[src/rtl/core/gas_level_alarm_with_beep_burst_top_assert.svh]
// assertion macros for the gas level alarm block
`ifndef GAS_LEVEL_ALARM_WITH_BEEP_BURST_TOP_ASSERT_SVH
`define GAS_LEVEL_ALARM_WITH_BEEP_BURST_TOP_ASSERT_SVH

// same-cycle implication, checked outside reset
`define GLA_ASSERT_NOW(label, ante, cons, msg) \
   label: assert property (@(posedge clock) disable iff (reset) (ante) |-> (cons)) \
      else $error(msg);

// next-cycle implication, checked outside reset
`define GLA_ASSERT_NEXT(label, ante, cons, msg) \
   label: assert property (@(posedge clock) disable iff (reset) (ante) |=> (cons)) \
      else $error(msg);

`endif

[src/rtl/core/gla_pkg.sv]
// types and constants shared by the gas level alarm modules
package gla_pkg;

   localparam int CSR_IDX_W = 3;
   localparam int CSR_W     = 16;
   localparam int RSP_W     = 16;

   localparam logic [CSR_IDX_W-1:0] CSR_GAS_THRESHOLD    = 3'd0;
   localparam logic [CSR_IDX_W-1:0] CSR_DANGER_THRESHOLD = 3'd1;
   localparam logic [CSR_IDX_W-1:0] CSR_RISE_THRESHOLD   = 3'd2;
   localparam logic [CSR_IDX_W-1:0] CSR_SLOW_INTERVAL    = 3'd3;
   localparam logic [CSR_IDX_W-1:0] CSR_FAST_INTERVAL    = 3'd4;
   localparam logic [CSR_IDX_W-1:0] CSR_BEEPS_PER_BURST  = 3'd5;

   localparam logic [9:0]  GAS_THRESHOLD_RST    = 10'd100;
   localparam logic [9:0]  DANGER_THRESHOLD_RST = 10'd400;
   localparam logic [9:0]  RISE_THRESHOLD_RST   = 10'd7;
   localparam logic [15:0] SLOW_INTERVAL_RST    = 16'd400;
   localparam logic [15:0] FAST_INTERVAL_RST    = 16'd200;
   localparam logic [2:0]  BEEPS_PER_BURST_RST  = 3'd4;

   typedef enum logic [1:0] {
      LEVEL_SAFE     = 2'd0,
      LEVEL_MODERATE = 2'd1,
      LEVEL_DANGER   = 2'd2
   } level_type;

   typedef struct packed {
      logic [9:0]  gas_threshold;
      logic [9:0]  danger_threshold;
      logic [9:0]  rise_threshold;
      logic [15:0] slow_interval_ms;
      logic [15:0] fast_interval_ms;
      logic [2:0]  beeps_per_burst;
   } cfg_type;

   // packed msb first, so gas_level lands in the lowest bits
   typedef struct packed {
      logic               burst_running;
      logic               buzzer_on;
      logic signed [10:0] rise;
      logic               gas_detected;
      level_type          gas_level;
   } rsp_type;

endpackage

[src/rtl/core/gla_csr.sv]
// configuration register bank
module gla_csr
   import gla_pkg::*;
(
   input  logic                 clock,
   input  logic                 reset,
   input  logic                 csr_we,
   input  logic [CSR_IDX_W-1:0] csr_index,
   input  logic [CSR_W-1:0]     csr_wdata,
   output cfg_type              cfg
);

   cfg_type cfg_ff;

   always_ff @(posedge clock) begin
      if (reset) begin
         cfg_ff.gas_threshold    <= GAS_THRESHOLD_RST;
         cfg_ff.danger_threshold <= DANGER_THRESHOLD_RST;
         cfg_ff.rise_threshold   <= RISE_THRESHOLD_RST;
         cfg_ff.slow_interval_ms <= SLOW_INTERVAL_RST;
         cfg_ff.fast_interval_ms <= FAST_INTERVAL_RST;
         cfg_ff.beeps_per_burst  <= BEEPS_PER_BURST_RST;
      end else if (csr_we) begin
         case (csr_index)
            CSR_GAS_THRESHOLD:    cfg_ff.gas_threshold    <= csr_wdata[9:0];
            CSR_DANGER_THRESHOLD: cfg_ff.danger_threshold <= csr_wdata[9:0];
            CSR_RISE_THRESHOLD:   cfg_ff.rise_threshold   <= csr_wdata[9:0];
            CSR_SLOW_INTERVAL:    cfg_ff.slow_interval_ms <= csr_wdata[15:0];
            CSR_FAST_INTERVAL:    cfg_ff.fast_interval_ms <= csr_wdata[15:0];
            CSR_BEEPS_PER_BURST:  cfg_ff.beeps_per_burst  <= csr_wdata[2:0];
            default: ;
         endcase
      end
   end

   assign cfg = cfg_ff;

endmodule

[src/rtl/core/gla_in_reg.sv]
// input register stage for sensor requests
module gla_in_reg
   import gla_pkg::*;
#(
   parameter int SAMPLE_BITS = 10
) (
   input  logic                   clock,
   input  logic                   reset,
   input  logic                   in_valid,
   input  logic [SAMPLE_BITS-1:0] in_sample,
   input  logic [31:0]            in_now_ms,
   input  logic                   advance,
   output logic                   in_ready,
   output logic                   hold_valid,
   output logic [SAMPLE_BITS-1:0] hold_sample,
   output logic [31:0]            hold_now_ms
);

   logic                   valid_ff;
   logic                   valid_in;
   logic [SAMPLE_BITS-1:0] sample_ff;
   logic [31:0]            now_ms_ff;

   assign in_ready = !valid_ff || advance;
   assign valid_in = in_ready ? in_valid : valid_ff;

   always_ff @(posedge clock) begin
      if (reset) begin
         valid_ff <= 1'b0;
      end else begin
         valid_ff <= valid_in;
      end
   end

   always_ff @(posedge clock) begin
      if (in_ready && in_valid) begin
         sample_ff <= in_sample;
         now_ms_ff <= in_now_ms;
      end
   end

   assign hold_valid  = valid_ff;
   assign hold_sample = sample_ff;
   assign hold_now_ms = now_ms_ff;

endmodule

[src/rtl/core/gla_step.sv]
// detection, level and beep burst state update for one request
module gla_step
   import gla_pkg::*;
#(
   parameter int SAMPLE_BITS = 10
) (
   input  logic                   clock,
   input  logic                   reset,
   input  logic                   fire,
   input  logic [SAMPLE_BITS-1:0] sample,
   input  logic [31:0]            now_ms,
   input  cfg_type                cfg,
   output rsp_type                rsp
);

   localparam int DW = (SAMPLE_BITS + 1 > 11) ? SAMPLE_BITS + 1 : 11;

   logic [SAMPLE_BITS-1:0] prev_sample_ff;
   logic [31:0]            last_toggle_ff;
   logic [31:0]            last_toggle_in;
   logic                   buzzer_ff;
   logic                   buzzer_in;
   logic [2:0]             beep_count_ff;
   logic [2:0]             beep_count_in;
   logic                   burst_active_ff;
   logic                   burst_active_in;
   logic                   burst_slow_ff;
   logic                   burst_slow_in;

   logic [DW-1:0]          sample_ext;
   logic [DW-1:0]          prev_ext;
   logic signed [DW-1:0]   diff;
   logic [DW-1:0]          gas_thr_ext;
   logic [DW-1:0]          danger_ext;
   logic signed [DW-1:0]   rise_thr_ext;
   logic                   gas;
   level_type              level;
   logic                   start;
   logic                   buzzer_a;
   logic [2:0]             count_a;
   logic [31:0]            last_a;
   logic [15:0]            interval;
   logic [31:0]            elapsed;

   always_comb begin
      sample_ext   = {{(DW - SAMPLE_BITS){1'b0}}, sample};
      prev_ext     = {{(DW - SAMPLE_BITS){1'b0}}, prev_sample_ff};
      diff         = $signed(sample_ext - prev_ext);
      gas_thr_ext  = {{(DW - 10){1'b0}}, cfg.gas_threshold};
      danger_ext   = {{(DW - 10){1'b0}}, cfg.danger_threshold};
      rise_thr_ext = $signed({{(DW - 10){1'b0}}, cfg.rise_threshold});
      gas          = (sample_ext >= gas_thr_ext) || (diff > rise_thr_ext);

      if (!gas) begin
         level = LEVEL_SAFE;
      end else if (sample_ext > danger_ext) begin
         level = LEVEL_DANGER;
      end else begin
         level = LEVEL_MODERATE;
      end

      // burst start takes effect before the buzzer update
      start         = gas && !burst_active_ff;
      burst_slow_in = start ? (level == LEVEL_MODERATE) : burst_slow_ff;
      buzzer_a      = start ? 1'b0 : buzzer_ff;
      count_a       = start ? 3'd0 : beep_count_ff;
      last_a        = start ? now_ms : last_toggle_ff;

      interval = burst_slow_in ? cfg.slow_interval_ms : cfg.fast_interval_ms;
      elapsed  = now_ms - last_a;

      last_toggle_in  = last_a;
      buzzer_in       = buzzer_a;
      beep_count_in   = count_a;
      burst_active_in = 1'b1;
      if ((burst_active_ff || gas) && (count_a < cfg.beeps_per_burst)) begin
         if (elapsed >= {16'd0, interval}) begin
            last_toggle_in = now_ms;
            buzzer_in      = !buzzer_a;
            if (buzzer_a) begin
               beep_count_in = count_a + 3'd1;
            end
         end
      end else begin
         burst_active_in = 1'b0;
         beep_count_in   = 3'd0;
         buzzer_in       = 1'b0;
      end
   end

   always_ff @(posedge clock) begin
      if (reset) begin
         prev_sample_ff  <= '0;
         last_toggle_ff  <= '0;
         buzzer_ff       <= 1'b0;
         beep_count_ff   <= '0;
         burst_active_ff <= 1'b0;
         burst_slow_ff   <= 1'b0;
      end else if (fire) begin
         prev_sample_ff  <= sample;
         last_toggle_ff  <= last_toggle_in;
         buzzer_ff       <= buzzer_in;
         beep_count_ff   <= beep_count_in;
         burst_active_ff <= burst_active_in;
         burst_slow_ff   <= burst_slow_in;
      end
   end

   always_comb begin
      rsp.gas_level     = level;
      rsp.gas_detected  = gas;
      rsp.rise          = diff[10:0];
      rsp.buzzer_on     = buzzer_in;
      rsp.burst_running = burst_active_in;
   end

endmodule

[src/rtl/core/gas_level_alarm_with_beep_burst_top.sv]
// top level of the gas level alarm with beep burst
// Takes one sensor request per cycle (sample and millisecond time) while the result side
// is ready, and returns one result per request, held first in the input register and
// then in the result register. Throughput is one request per cycle unless the result
// side stalls, set by the combinational update of the detection and burst state
// between those registers. A stalled result still lets one more request be held.
// Configuration writes go straight to the register bank and must be made while no
// request is in flight.
`include "gas_level_alarm_with_beep_burst_top_assert.svh"

module gas_level_alarm_with_beep_burst_top
   import gla_pkg::*;
#(
   parameter int SAMPLE_BITS = 10
) (
   input  logic                 clock,
   input  logic                 reset,
   input  logic                 req_tvalid,
   output logic                 req_tready,
   // sample [SAMPLE_BITS-1:0], now_ms next 32 bits, zero padded to bytes
   input  logic [((SAMPLE_BITS + 32 + 7) / 8) * 8 - 1:0] req_tdata,
   output logic                 rsp_tvalid,
   input  logic                 rsp_tready,
   // gas_level [1:0], gas_detected [2], rise [13:3], buzzer_on [14], burst_running [15]
   output logic [RSP_W-1:0]     rsp_tdata,
   input  logic                 csr_we,
   input  logic [CSR_IDX_W-1:0] csr_index,
   input  logic [CSR_W-1:0]     csr_wdata
);

   cfg_type                cfg;
   logic                   advance;
   logic                   hold_valid;
   logic [SAMPLE_BITS-1:0] hold_sample;
   logic [31:0]            hold_now_ms;
   logic                   fire;
   rsp_type                step_rsp;
   rsp_type                rsp_ff;
   logic                   rsp_valid_ff;
   logic                   rsp_valid_in;

   gla_csr u_csr (
      .clock     (clock),
      .reset     (reset),
      .csr_we    (csr_we),
      .csr_index (csr_index),
      .csr_wdata (csr_wdata),
      .cfg       (cfg)
   );

   gla_in_reg #(
      .SAMPLE_BITS (SAMPLE_BITS)
   ) u_in_reg (
      .clock       (clock),
      .reset       (reset),
      .in_valid    (req_tvalid),
      .in_sample   (req_tdata[SAMPLE_BITS-1:0]),
      .in_now_ms   (req_tdata[SAMPLE_BITS+31:SAMPLE_BITS]),
      .advance     (advance),
      .in_ready    (req_tready),
      .hold_valid  (hold_valid),
      .hold_sample (hold_sample),
      .hold_now_ms (hold_now_ms)
   );

   gla_step #(
      .SAMPLE_BITS (SAMPLE_BITS)
   ) u_step (
      .clock  (clock),
      .reset  (reset),
      .fire   (fire),
      .sample (hold_sample),
      .now_ms (hold_now_ms),
      .cfg    (cfg),
      .rsp    (step_rsp)
   );

   assign advance      = !rsp_valid_ff || rsp_tready;
   assign fire         = hold_valid && advance;
   assign rsp_valid_in = advance ? hold_valid : rsp_valid_ff;

   always_ff @(posedge clock) begin
      if (reset) begin
         rsp_valid_ff <= 1'b0;
      end else begin
         rsp_valid_ff <= rsp_valid_in;
      end
   end

   always_ff @(posedge clock) begin
      if (fire) begin
         rsp_ff <= step_rsp;
      end
   end

   assign rsp_tvalid = rsp_valid_ff;
   assign rsp_tdata  = rsp_ff;

   // buzzer only sounds inside a running burst
   `GLA_ASSERT_NOW(a_buzzer_in_burst, rsp_valid_ff && rsp_ff.buzzer_on, rsp_ff.burst_running, "buzzer on outside burst")

   // no detection means safe level
   `GLA_ASSERT_NOW(a_safe_without_gas, rsp_valid_ff && !rsp_ff.gas_detected, rsp_ff.gas_level == LEVEL_SAFE, "level set without detection")

   // a held request survives a stalled result
   `GLA_ASSERT_NEXT(a_hold_on_stall, hold_valid && !advance, hold_valid, "held request lost on stall")

   // a fired request always shows up as a result
   `GLA_ASSERT_NEXT(a_fire_to_rsp, fire, rsp_valid_ff, "request fired without result")

endmodule

[config.mk]
export PLATFORM = sky130hd
export DESIGN_NAME = gas_level_alarm_with_beep_burst_top
export DESIGN_NICKNAME = d
export VERILOG_FILES = /design/src/rtl/core/gla_pkg.sv /design/src/rtl/core/gla_csr.sv /design/src/rtl/core/gla_in_reg.sv /design/src/rtl/core/gla_step.sv /design/src/rtl/core/gas_level_alarm_with_beep_burst_top.sv
export VERILOG_INCLUDE_DIRS = /design/src /design/src/rtl/core
export SDC_FILE = /design/constraint.sdc
export NUM_CORES = 1
export LEC_CHECK = 0
export BUFFER_PORTS_ARGS = -buffer_cell sky130_fd_sc_hd__buf_2
export CAP_MARGIN = 10
export CORE_UTILIZATION = 41
export CTS_BUF_LIST = sky130_fd_sc_hd__clkbuf_4 sky130_fd_sc_hd__clkbuf_8
export CTS_CLUSTER_DIAMETER = 100
export DETAILED_ROUTE_END_ITERATION = 7
export PLACE_DENSITY = 0.64
export SETUP_SLACK_MARGIN = 0.1
export SLEW_MARGIN = 20
export SYNTH_ARGS = -nofsm -noshare
export SYNTH_HDL_FRONTEND = slang
export SYNTH_SLANG_ARGS = --single-unit
[constraint.sdc]
create_clock -name clock -period 25.5 [get_ports clock]
set_input_delay 5.1 -clock clock [delete_from_list [all_inputs] [get_ports clock]]
set_output_delay 5.1 -clock clock [all_outputs]
set_load 0.005 [all_outputs]
==> results of run 1 <==
-- area by class of cell --
class / instances / area (sq um)
well taps: 330 / 413
clock buffers: 17 / 234
fillers: 2482 / 13600
repair buffers: 91 / 478
clock inverters: 15 / 205
multi-input cells: 930 / 6150
inverters: 64 / 240
flip-flops and latches: 173 / 4040
-- final timing paths --
| check | endpoint | slack (ps) | depth (start not counted) |
|---|---|---|---|
| worst max register to register | u_step.last_toggle_ff[0] | 14240 | 41 |
| worst min-delay path | u_csr.cfg[15] | 460 | 2 |
| worst min register to register | u_csr.cfg[15] | 460 | 2 |
| worst max-delay path | u_step.last_toggle_ff[0] | 14240 | 41 |
-- registers in the layout, indices dropped and copies added, names as in the netlist --
register and cells:
u_step.burst_active_ff 1, u_step.last_toggle_ff 32, u_in_reg.hold_sample 10, u_in_reg.hold_now_ms 32
u_step.beep_count_ff 3, rsp_tvalid 1, u_step.prev_sample_ff 10, rsp_tdata 16
u_csr.cfg 65, u_step.burst_slow_ff 1, u_step.buzzer_ff 1, u_in_reg.hold_valid 1
-- routing by layer --
metal / wire length (um) / up-vias / GRT usage / share of wire
met5: 0 / - / 0 / 0
met4: 545 / 0 / 0.0688 / 0.020
met3: 1030 / 38 / 0.0333 / 0.037
met2: 12900 / 155 / 0.354 / 0.47
met1: 12800 / 4253 / 0.276 / 0.47
li1: - / 4503 / - / -
-- cells by family (layout without fill, tap and decap cells) --
| logic type | Yosys count | in the layout | synth area share |
|---|---|---|---|
| simple gates | 416 | 416 | 0.197 |
| compound gates | 348 | 348 | 0.201 |
| flops | 173 | 173 | 0.379 |
| buf+inv | 125 | 187 | 0.0479 |
| fa+ha+maj | 90 | 90 | 0.107 |
| mux | 49 | 49 | 0.0462 |
| xor+xnor | 27 | 27 | 0.0222 |
-- critical path, delay by kind of cell (launching register included) --
kind	cells	cell delay [ps]
xor+xnor	2	420
simple gates	11	3300
compound gates	22	5110
buf+inv	1	80
flops	1	530
mux	1	250
fa+ha+maj	4	1360
-- power by group through the flow --
stage	logic, mW	registers (mW)	clock network (mW)
6_report	0.270	0.310	0.213
5_1_grt	0.304	0.312	0.229
4_1_cts	0.269	0.310	0.217
3_5_place_dp	0.267	0.316	0
3_3_place_gp	0.263	0.316	0
2_1_floorplan	0.201	0.313	0
-- Yosys cell counts, types with 5 or more instances --
library cell and n:
nand4_1 17, a21o_1 21, a21oi_2 9, xor2_1 11, ha_1 88, nor4_1 5, edfxtp_1 58, nand2b_1 19
a31oi_1 12, nand3_1 14, o21a_1 5, o31ai_1 6, o21ai_1 37, o21ai_0 44, nor2_1 66, a21oi_1 143
nand3_2 30, dfxtp_1 115, mux2i_1 47, buf_2 9, a211oi_1 7, nor2b_1 12, and2_1 10, clkbuf_1 45
o211ai_1 8, inv_1 64, a211o_1 13, xnor2_1 16, and3_1 12, nor3_1 15, nand2_1 184, nand3b_1 11
==> key figures, run 1 <==
Status
  – Status: finished clean

Yosys
  – Synth Warn #: 0
  – Gate Count Post-Synth: 1228
  – Flop and latch count out of synthesis: 173
  – Post-Syn Area per Cell: 8.68 sq um
  – Main synth FF type: dfxtp_1
  – Top cell type's share of synthesized area: 0.216
  – Asr flop ratio synth: 0
  – Post-Synthesis Cell Area: 10700 sq um
  – Synth area leaders: dfxtp_1, edfxtp_1, ha_1, a21oi_1, nand2_1
  – Area leader, netlist: dfxtp_1
  – Syn Nets: 1390
  – Count of cell types in the netlist: 69
  – Sequential cell area fraction in the yosys report: 0.379
  – Post-synth EDFFs: 58

Power and ir drop
  – Tot Pwr: 793 uW
  – LEAKAGE: 4.66 nW
  – Sw power: 301 uW
  – Clock Power Share: 0.268
  – Combinational share of power: 0.341
  – Flop pwr share: 0.391
  – Switching Fraction: 0.380
  – P_int: 492 uW
  – Worst ir drop on vdd: 0.0000293 V
  – Pwr/cell area: 67.4 nW/um^2

Die
  – Starting Density: 0.421
  – Die area: 26700 sq um
  – Core region area: 25300 sq um
  – Die height: 163 um
  – Die W: 163 um
  – Site row count: 58
  – IO Count: 90

Finish
  – Finished Cell Area: 11800 sq um
  – Number of diodes: 0
  – Most frequent cells in the layout: nand2_1, a21oi_1, dfxtp_1, ha_1, buf_2
  – Area grow syn2layout: 10.3%
  – Layout cells sized above 1: 0.140
  – Final core occ: 0.464
  – Final nets: 1439
  – Final cell count without fillers: 1620
  – Most common cell after layout, fill and taps aside: nand2_1

GRT
  – Total grt overflow: 0
  – First-pass GRT wire length: 44100 um
  – Largest net degree at the start of global routing: 92
  – Number of global-route vias before repair: 8574
  – Initial antenna violation count: 0
  – Total track usage: 0.211

Drt
  – Post-DRT Antenna Nets: 0
  – Starting DRT DRC Count: 526
  – Drc violations: 0
  – Via count: 8949
  – Wire per inst: 16.9 um
  – Pre-Repair DR Iteration Count: 5
  – Detailed Route WL: 27300 um
  – Via density: 5.52

CTS
  – Post-CTS Hold Fix Bufs: 0
  – CTS buffer count: 17
  – Post-cts sizing count: 0
  – Later-pin clock latency in the skew report: 490 ps
  – CTS tree: done
  – Longest Clk Path Bufs: 2
  – Root buf cell: clkbuf_8
  – CTS Sinks: 173
  – # Post-CTS Setup Buffers: 0
  – Htree depth: 4
  – Clock slew at reported path FFs: 120 ps

Worst setup path
  – Critical Path AT: 11600 ps
  – Setup crit start: u_in_reg.hold_sample[1]
  – CP Capture Type: register
  – CP Max Fanout: 32
  – Worst path max stage delay: 1200 ps
  – Worst EP required: 25830 ps
  – RR Startpoint: u_in_reg.hold_sample[1]
  – CP startpoint kind: register
  – Crit Path Category: register to register
  – CP dominant cell by count: a21oi_1
  – CP max-delay cell: or4_2

Place
  – Dpl hpwl: 19700 um
  – Port bufs: 83
  – Pre-CTS WS: 14470 ps
  – Placed Cells: 1588
  – Gpl congestion: 0.928
  – DP Area: 11300 sq um

STA
  – Final period utilization: 0.442
  – Final min period: 11260 ps
  – Slew headroom: 0.287
  – F_max: 88.8 MHz
  – Slew of the pin with the lowest slew margin: 1070 ps
  – Hold Vio Cnt, Final: 0
  – Unrepaired setup endpoints after global routing: no
  – # setup viols final: 0
  – Final hold slack: 458 ps
  – Clk_skew: 20.4 ps
  – TNS Setup: 0 ps
  – Final WS setup: 14240 ps
  – Fin. max-slew vios: 0

Min path
  – Hold Crit Class: register to register
  – Hold_sp: u_csr.cfg[15]

Run
  – MaxCap Viol Count: 0
(Power assumes the default switching activity.)
==> run 2: changes to the inputs <==
--- a/config.mk
+++ b/config.mk
@@ -6,6 +6,7 @@
 export SDC_FILE = /design/constraint.sdc
 export NUM_CORES = 1
 export LEC_CHECK = 0
+export ABC_AREA = 1
 export BUFFER_PORTS_ARGS = -buffer_cell sky130_fd_sc_hd__buf_2
 export CAP_MARGIN = 10
 export CORE_UTILIZATION = 41
==> constraint.sdc (replaced) <==
create_clock -name clock -period 11 [get_ports clock]
set_input_delay 2.2 -clock clock [delete_from_list [all_inputs] [get_ports clock]]
set_output_delay 2.2 -clock clock [all_outputs]
set_load 0.005 [all_outputs]
==> key figures, run 2 <==
Worst setup path
  – CP Capture Type: register
  – Worst path max stage delay: 660 ps (-540 ps)
  – Worst EP required: 11350 ps (-14480 ps)
  – Crit Path Category: register to register
  – Worst path bufs/invs: 4 (+3)
  – CP Max Fanout: 38 (+19%)
  – Critical Path AT: 9110 ps (-2490 ps)
  – CP dominant cell by count: nand2_1
  – CP startpoint kind: register
  – CP max-delay cell: nand2_1
  – Critical path's top delay family: simple AND/OR/NAND/NOR gates

Die
  – Die height: 162 um (-0.92%)
  – Starting Density: 0.417 (-0.00427)
  – Site row count: 58 (unchanged)
  – Die area: 26200 sq um (-1.8%)
  – IO Count: 90 (unchanged)
  – Die W: 162 um (-0.92%)
  – Core region area: 25100 sq um (-0.86%)

GRT
  – Number of global-route vias before repair: 8830 (+3.0%)
  – Initial antenna violation count: 0 (unchanged)
  – Total grt overflow: 0 (unchanged)
  – First-pass GRT wire length: 42400 um (-3.9%)
  – Total track usage: 0.204 (-0.00684)
  – Largest net degree at the start of global routing: 77 (-16%)

Yosys
  – Most instantiated cells after synthesis: nand2_1, inv_1, a21oi_1, o21ai_0, dfxtp_1
  – Syn Nets: 1580 (+14%)
  – Gate Count Post-Synth: 1418 (+15%)
  – Synth Warn #: 0 (unchanged)
  – Area leader, netlist: dfxtp_1
  – Top cell type's share of synthesized area: 0.220 (+0.00410)
  – Count of cell types in the netlist: 41 (-41%)
  – Most common cell in the netlist: nand2_1
  – Flop and latch count out of synthesis: 173 (unchanged)
  – Post-Syn Area per Cell: 7.38 sq um (-15%)
  – Main synth FF type: dfxtp_1
  – Synth area leaders: dfxtp_1, edfxtp_1, nand2_1, ha_1, inv_1
  – Post-Synthesis Cell Area: 10500 sq um (-1.9%)
  – Post-synth EDFFs: 58 (unchanged)
  – Sequential cell area fraction in the yosys report: 0.386 (+0.00721)
  – Asr flop ratio synth: 0 (unchanged)

STA
  – TNS Setup: 0 ps (unchanged)
  – Hold Vio Cnt, Final: 0 (unchanged)
  – Final period utilization: 0.797 (+0.355)
  – Slew of the pin with the lowest slew margin: 812 ps (-257 ps)
  – F_max: 114 MHz (+28%)
  – # setup viols final: 0 (unchanged)
  – Fin. max-slew vios: 0 (unchanged)
  – Slew headroom: 0.457 (+0.170)
  – Final min period: 8770 ps (-2500 ps)
  – Unrepaired setup endpoints after global routing: no
  – Clk_skew: 20.8 ps (+0.401 ps)

Place
  – DP Area: 11200 sq um (-1.4%)
  – Placed Cells: 1791 (+13%)
  – Dpl hpwl: 18300 um (-7.0%)
  – Port bufs: 83 (unchanged)
  – Gpl congestion: 0.867 (-6.6%)

CTS
  – Htree depth: 4 (unchanged)
  – CTS buffer count: 17 (unchanged)
  – Post-cts sizing count: 0 (unchanged)
  – Clock slew at reported path FFs: 100 ps (-20 ps)
  – CTS Sinks: 173 (unchanged)
  – CTS tree: done
  – Longest Clk Path Bufs: 2 (unchanged)
  – Later-pin clock latency in the skew report: 480 ps (about the same)
  – # Post-CTS Setup Buffers: 0 (unchanged)
  – Post-CTS Hold Fix Bufs: 0 (unchanged)
  – Root buf cell: clkbuf_8

Power and ir drop
  – Flop pwr share: 0.373 (-0.018)
  – Worst ir drop on vdd: 0.0000735 V (+150%)
  – Switching Fraction: 0.406 (+0.0260)
  – Combinational share of power: 0.401 (+0.060)
  – Sw power: 783 uW (+160%)
  – LEAKAGE: 5.29 nW (+14%)
  – P_int: 1.15 mW (+130%)
  – Pwr/cell area: 167 nW/um^2 (+150%)
  – Clock Power Share: 0.226 (-0.042)

Finish
  – Most common cell after layout, fill and taps aside: nand2_1
  – Final nets: 1642 (+14%)
  – Final cell count without fillers: 1823 (+13%)
  – Number of diodes: 0 (unchanged)
  – Layout cells sized above 1: 0.107 (-0.0331)
  – Area grow syn2layout: 10.2%
  – Most frequent cells in the layout: nand2_1, inv_1, a21oi_1, o21ai_0, dfxtp_1
  – Largest register FFs: 65 (unchanged)
  – Finished Cell Area: 11500 sq um (-2.0%)

Drt
  – Detailed Route WL: 25400 um (-7.0%)
  – Via count: 9205 (+2.9%)
  – Post-DRT Antenna Nets: 0 (unchanged)
  – Wire per inst: 14.0 um (-17%)
  – Drc violations: 0 (unchanged)
  – Pre-Repair DR Iteration Count: 5 (unchanged)
  – Via density: 5.05 (-8.6%)
  – Starting DRT DRC Count: 541 (+2.9%)

Run
  – MaxCap Viol Count: 0 (unchanged)

Min path
  – Hold Crit Class: register to register

Status
  – Status: finished clean
## run 2: cell count changes after synthesis, sizes merged, moves of 10 or more
cell    before  now
nand2b      19    0
and3        12    1
a211o       13    0
nand3       44  119
a21o        21    4
nor2        66  103
o21ai       83  133
nor2b       12    0
a21oi      153  136
a31oi       12    2
nand2      184  333
mux2i       47    3
inv         64  192
## run 2: worst paths after layout
path                                         startpoint                   endpoint  slack (ps)  cells past startpoint
worst min register to register            u_csr.cfg[33]              u_csr.cfg[33]         460                      2
worst min-delay path                      u_csr.cfg[33]              u_csr.cfg[33]         460                      2
worst max register to register  u_in_reg.hold_sample[2]  u_step.last_toggle_ff[26]        2230                     51
worst max-delay path            u_in_reg.hold_sample[2]  u_step.last_toggle_ff[26]        2230                     51
## run 2: final cells by class
class / count / area, sq um
tap: 330 / 413
clock inverter: 14 / 129
multi-input combinational: 1002 / 5490
inverter: 192 / 721
timing repair buffer: 94 / 498
clock buffer: 18 / 241
fill: 2570 / 13600
sequential: 173 / 4040
## run 2: power by group through the flow
stage	registers (mW)	logic (mW)	clock network [mW]
6_report	0.720	0.774	0.436
5_1_grt	0.725	0.898	0.479
4_1_cts	0.721	0.776	0.451
3_5_place_dp	0.735	0.772	0
3_3_place_gp	0.735	0.752	0
2_1_floorplan	0.730	0.584	0
## run 2: routing by layer
layer	wire, um	vias to the layer above	global-route usage
met1	11500	4187	0.252
met4	396	0	0.0682
met3	1040	30	0.0345
li1	-	4811	-
met5	0	-	0
met2	12500	177	0.359
## run 2: tightest hold or removal path, cell delays in order, from the launching register on
cell and delay (ps):
dfxtp_1 310, inv_1 60, a21oi_1 50
## run 2: cells by family after synthesis
logic type | Yosys count | synth area share
and+or+nand+nor | 587 | 0.241
AOI/OAI and AO/OA | 299 | 0.150
buffers and inverters | 243 | 0.0915
DFF | 173 | 0.386
adders and majority gates | 90 | 0.109
xor gates and xnor gates | 23 | 0.0192
muxes | 3 | 0.00287
## run 2: metrics by stage
| stage | hold WS, ps | setup slack (ps) | util | total power [mW] |
|---|---|---|---|---|
| 3_3_place_gp | 433 | 2390 | 0.444 | 1.49 |
| 5_1_grt | 485 | 1330 | 0.459 | 2.10 |
| 4_1_cts | 462 | 2270 | 0.459 | 1.95 |
| 3_5_place_dp | 437 | 2290 | 0.444 | 1.51 |
| 2_1_floorplan | 424 | 4240 | - | 1.31 |
| 6_report | 459 | 2230 | 0.459 | 1.93 |
